[config.mk]
export PLATFORM = sky130hd
export DESIGN_NAME = gft_cordic_cell
export DESIGN_NICKNAME = d
export VERILOG_FILES = /design/src/hw/rtl/gft_pkg.sv /design/src/hw/rtl/gft_cordic_cell.sv
export SDC_FILE = /design/constraint.sdc
export NUM_CORES = 1
export LEC_CHECK = 0
export BUFFER_PORTS_ARGS = -buffer_cell sky130_fd_sc_hd__buf_4
export CAP_MARGIN = 20
export CORE_ASPECT_RATIO = 1.5
export CORE_MARGIN = 2
export CORE_UTILIZATION = 31
export DETAILED_ROUTE_END_ITERATION = 12
export GPL_TIMING_DRIVEN = 0
export SLEW_MARGIN = 30
export SYNTH_ARGS = -nofsm -noshare
export SYNTH_HDL_FRONTEND = slang
export SYNTH_SLANG_ARGS = --single-unit
[constraint.sdc]
create_clock -name clock -period 9.8 [get_ports clock]
set_input_delay 1.96 -clock clock [delete_from_list [all_inputs] [get_ports clock]]
set_output_delay 1.96 -clock clock [all_outputs]
set_load 0.02 [all_outputs]
[src/hw/rtl/gft_pkg.sv]
`timescale 1ns / 1ps
// ----------------------------------------------------------------------------
// gft_pkg: shared constants and types for the gimbal frame transform
// CORDIC arctangent table, formats and the data carried along the cell chain.
// ----------------------------------------------------------------------------
package gft_pkg;

   localparam int CORDIC_STAGES_DEF = 16;
   localparam int ATAN_COUNT        = 24;
   localparam int ZW                = 36;   // angle accumulator, 2^-30 rad units
   localparam int CW                = 34;   // CORDIC x/y width
   localparam int PW                = 34;   // offset-added point width

   localparam logic signed [CW-1:0] GAIN_Q30    = 34'sd652032874;
   localparam logic signed [ZW-1:0] HALF_PI_Q30 = 36'sd1686629713;
   localparam logic signed [ZW-1:0] PI_Q30      = 36'sd3373259426;

   localparam logic [2:0] CSR_X_OFFSET = 3'd0;
   localparam logic [2:0] CSR_Y_OFFSET = 3'd1;
   localparam logic [2:0] CSR_Z_OFFSET = 3'd2;

   function automatic logic signed [ZW-1:0] atan_q30(input int idx);
      logic signed [ZW-1:0] r;
      begin
         case (idx)
            0: r = 36'sd843314857;   1: r = 36'sd497837829;
            2: r = 36'sd263043837;   3: r = 36'sd133525159;
            4: r = 36'sd67021687;    5: r = 36'sd33543516;
            6: r = 36'sd16775851;    7: r = 36'sd8388437;
            8: r = 36'sd4194283;     9: r = 36'sd2097149;
            default: r = ZW'(36'sd1 <<< (30 - idx));
         endcase
         return r;
      end
   endfunction

   // one angle's CORDIC working set
   typedef struct packed {
      logic signed [CW-1:0] x;
      logic signed [CW-1:0] y;
      logic signed [ZW-1:0] z;
      logic                 neg;
   } rot_type;

   // transaction payload carried alongside the CORDIC cells
   typedef struct packed {
      logic                 mode;
      logic signed [PW-1:0] px;
      logic signed [PW-1:0] py;
      logic signed [PW-1:0] pz;
   } pt_type;

   typedef struct packed {
      rot_type pitch;
      rot_type yaw;
      pt_type  pt;
   } cell_type;

endpackage

[src/hw/rtl/gft_cordic_cell.sv]
`timescale 1ns / 1ps
// ----------------------------------------------------------------------------
// gft_cordic_cell: one CORDIC micro-rotation stage
// Rotates pitch and yaw vectors by atan(2^-STAGE), forwards the point.
// ----------------------------------------------------------------------------
module gft_cordic_cell #(
   parameter int STAGE = 0
) (
   input  logic              clock,
   input  logic              reset,
   input  logic              ce,
   input  logic              in_valid,
   input  gft_pkg::cell_type in_data,
   output logic              out_valid,
   output gft_pkg::cell_type out_data
);
   import gft_pkg::*;

   localparam logic signed [ZW-1:0] ATAN = atan_q30(STAGE);

   function automatic rot_type step(input rot_type r);
      rot_type o;
      begin
         o = r;
         if (!r.z[ZW-1]) begin
            o.x = r.x - (r.y >>> STAGE);
            o.y = r.y + (r.x >>> STAGE);
            o.z = r.z - ATAN;
         end else begin
            o.x = r.x + (r.y >>> STAGE);
            o.y = r.y - (r.x >>> STAGE);
            o.z = r.z + ATAN;
         end
         return o;
      end
   endfunction

   cell_type data_ff;
   logic     valid_ff;

   always_ff @(posedge clock) begin
      if (reset) valid_ff <= 1'b0;
      else if (ce) valid_ff <= in_valid;
   end

   always_ff @(posedge clock) begin
      if (ce) begin
         data_ff.pitch <= step(in_data.pitch);
         data_ff.yaw   <= step(in_data.yaw);
         data_ff.pt    <= in_data.pt;
      end
   end

   assign out_valid = valid_ff;
   assign out_data  = data_ff;
endmodule

==> impl_metrics.ini <==
[outcome]
status = complete, no violations

[cts]
clk_path_buf_depth = 3
cts_root_buffer = clkbuf_16
clk_pin_slew_worst_paths_ns = 0.06
cts_tree = yes
clock_sinks = 312
htree_levels = 2
insertion_delay_ns = 0.57
postCtsSetupBuffers = 0
cts_made_buffers = 37
ctsHoldBuffers = 0
cts_resized = 0

[yosys]
ys_seq_area_share_pct = 39.0
syn_inst = 2513
synth.most_common_cell = edfxtp_1
netlist_area_sq_um = 24000
yosys-mux-area-fraction_pct = 1.09
synth_adder_area_share_pct = 14.5
yosys.area.top_type = edfxtp_1
synth_top_cell_area_share_pct = 38.9
synth_ff_type = edfxtp_1
ys_types = 91
synth_top_family_by_area = compound AO/OA/AOI/OAI gates
yosys.area_share.simple_pct = 11.0
ys_ff_latch = 312
synth_edf_count = 311
yosys-top-cells-count = edfxtp_1 (311), a21oi_1 (302), ha_1 (266)
postSynthAreaPerCell_sq_um = 9.55
syn-num-nets = 3104
synth_compound_area_share_pct = 22.2
synth_xor_xnor_area_share_pct = 7.04
ys_warn_count = 0
async_flop_share_pct = 0
synth_area_leaders = edfxtp_1 (39%), ha_1 (14%), a21oi_1 (6.3%)

[sta]
slew_violations = 0
setup_viol = 0
max_freq_ghz = 0.168
rsz0062_at_grt = false
finClkSkew_ns = 0
tns_ns = 0
hold_violations = 0
relSlewSlack_pct = 36.5
hold_ws_ns = 0.498
fin_crit_ns = 5.96
tightestPinTransition_ns = 0.952
post-route-period-util_pct = 60.8

[critical_path]
worstSetupPathType = in -> reg
startpoint_type = input pin
cp.arrival_ns = 6.27
endpoint_kind = flip-flop
critPathMaxFanout = 22
required_ns = 10.11

[detailed_routing]
wl_per_cell_microns = 22.1
first_pass_iters = 5
ant_nets = 0
vias = 22100
drt_iter0_markers = 1329
drc_errors = 0
routed_wirelength_mm = 93.7
vias_per_cell = 5.20

[layout]
fill_cells = 7834
final-seq-area_sq_um = 9360
nets = 3779
drive_gt1_share_pct = 23.4
synthToLayoutAreaGrowth_pct = 30.9
multiInputGateArea_sq_um = 13400

[floorplan]
rows = 125
core_area_sq_um = 77100
start_util_pct = 31.1
die_area_sq_um = 79700
die_w_microns = 231
io_pins = 631
die_y_microns = 345

[power_and_ir_drop]
switching_share_pct = 35.5
internal_power_uw = 3230
peakVddDrop_mv = 0.130
p_seq_share_pct = 35.4
power.leakage_uw = 0.0138
combinationalPowerShare_pct = 35.7
power_switching_uw = 1780
pwr-share-clk_pct = 28.9
powerDensity_nw_per_um2 = 159

[placement]
dp.final_hpwl_mm = 76.3
portBuffers = 630
place_congestion = 0.976

[global_route]
grt_pass1_vias = 22200
overflow = 0
grt_start_max_net_pins = 88
grt_use_total_pct = 22.4
grt_pass1_wl_mm = 135
grt_antenna_before_repair = 15

[hold_path]
hold_path.class = reg -> reg

[run]
max_cap_viol_count = 0
-- logic make-up after synthesis --
kind of cell / Yosys count
mux: 26
buf+inv: 324
fa+ha+maj: 274
simple gates: 555
compound gates: 829
flops: 312
xor+xnor: 193
-- power by group through the flow --
stage | Combinational, uW | Clock, uW | Sequential, uW
5_1_grt | 1920 | 1530 | 1790
4_1_cts | 1790 | 1500 | 1780
6_report | 1790 | 1450 | 1780
3_3_place_gp | 1770 | 0 | 1810
2_1_floorplan | 772 | 0 | 2030
3_5_place_dp | 1780 | 0 | 1800
-- area by class of cell --
type                       instances  share of cell area [%]
antenna                            9                  0.0716
buffer                           102                    1.33
clock buffer                      42                    3.07
clock inverter                    25                   0.864
inverter                         222                    2.66
multi-input combinational       1877                    42.6
sequential                       312                    29.8
tap                             1016                    4.04
timing repair buffer             636                    15.6
-- state kept, by name (all words and copies together) (netlist names) --
register / count
out_valid: 1
out_data: 311
-- metal layers --
metal	up-vias	share of wire, %	GRT usage (%)
met4	12	5.4	12.5
met5	-	0.083	0
met2	939	51	40.9
li1	10500	-	-
met3	243	7.4	5.29
met1	10400	36	23.5
-- path summary, 6_finish.rpt --
path | from | endpoint | slack, ns | cells past startpoint
worst max-delay path | in_data[139] | out_data[139]$_DFFE_PP_ | 3.84 | 16
worst min-delay path | out_valid$_SDFFE_PP0P_ | out_valid$_SDFFE_PP0P_ | 0.50 | 2
worst max register to register | out_valid$_SDFFE_PP0P_ | out_valid$_SDFFE_PP0P_ | 9.22 | 2
worst min register to register | out_valid$_SDFFE_PP0P_ | out_valid$_SDFFE_PP0P_ | 0.50 | 2
-- critical path, stage by stage --
cell and delay, ns:
buf_4 0.21, inv_1 0.19, clkbuf_1 0.59, buf_2 0.46, buf_12 0.23, ha_1 0.24
a21o_1 0.13, a21oi_1 0.07, a21boi_1 0.27, a31oi_1 0.22, o31a_1 0.39, o31ai_4 0.39
a211oi_1 0.20, o31ai_1 0.28, a21oi_1 0.14, o31a_1 0.28
-- through the flow --
step                total power [uW]  cell area (sq um)  instances  worst slack, ns  utilization [%]
floorplan                       2800              24000       2513             4.29                -
global placement                3580              30000       4159             1.95             38.9
detailed placement              3580              30200       4165             3.25             39.1
CTS                             5060              31400       4232             3.87             40.7
global route                    5230              31400       4240             3.59             40.8
finish                          5010              31400       4241             3.84             40.8
-- cells in the final DEF, fill, tap and decap left out, types with 9 or more instances in the layout --
master     count
buf_4        632
edfxtp_1     311
a21oi_1      302
ha_1         266
inv_1        211
nor2_1       206
xnor2_1      145
o21ai_0      118
nand2_1      113
a21o_1        92
o21bai_1      68
clkbuf_1      67
xor2_1        48
nor3_1        46
clkbuf_16     38
o21ai_1       36
nand3_1       34
nand4_1       28
nor2b_1       28
mux2i_1       25
a211oi_1      22
o21a_1        22
nand2b_1      21
buf_2         18
a31oi_1       17
buf_1         17
o31ai_1       16
o211ai_1      16
a221oi_1      13
or3_1         13
and3_1        12
nor4_1        12
and2_1        11
o31a_1        11
diode_2        9
(Power assumes the default switching activity.)
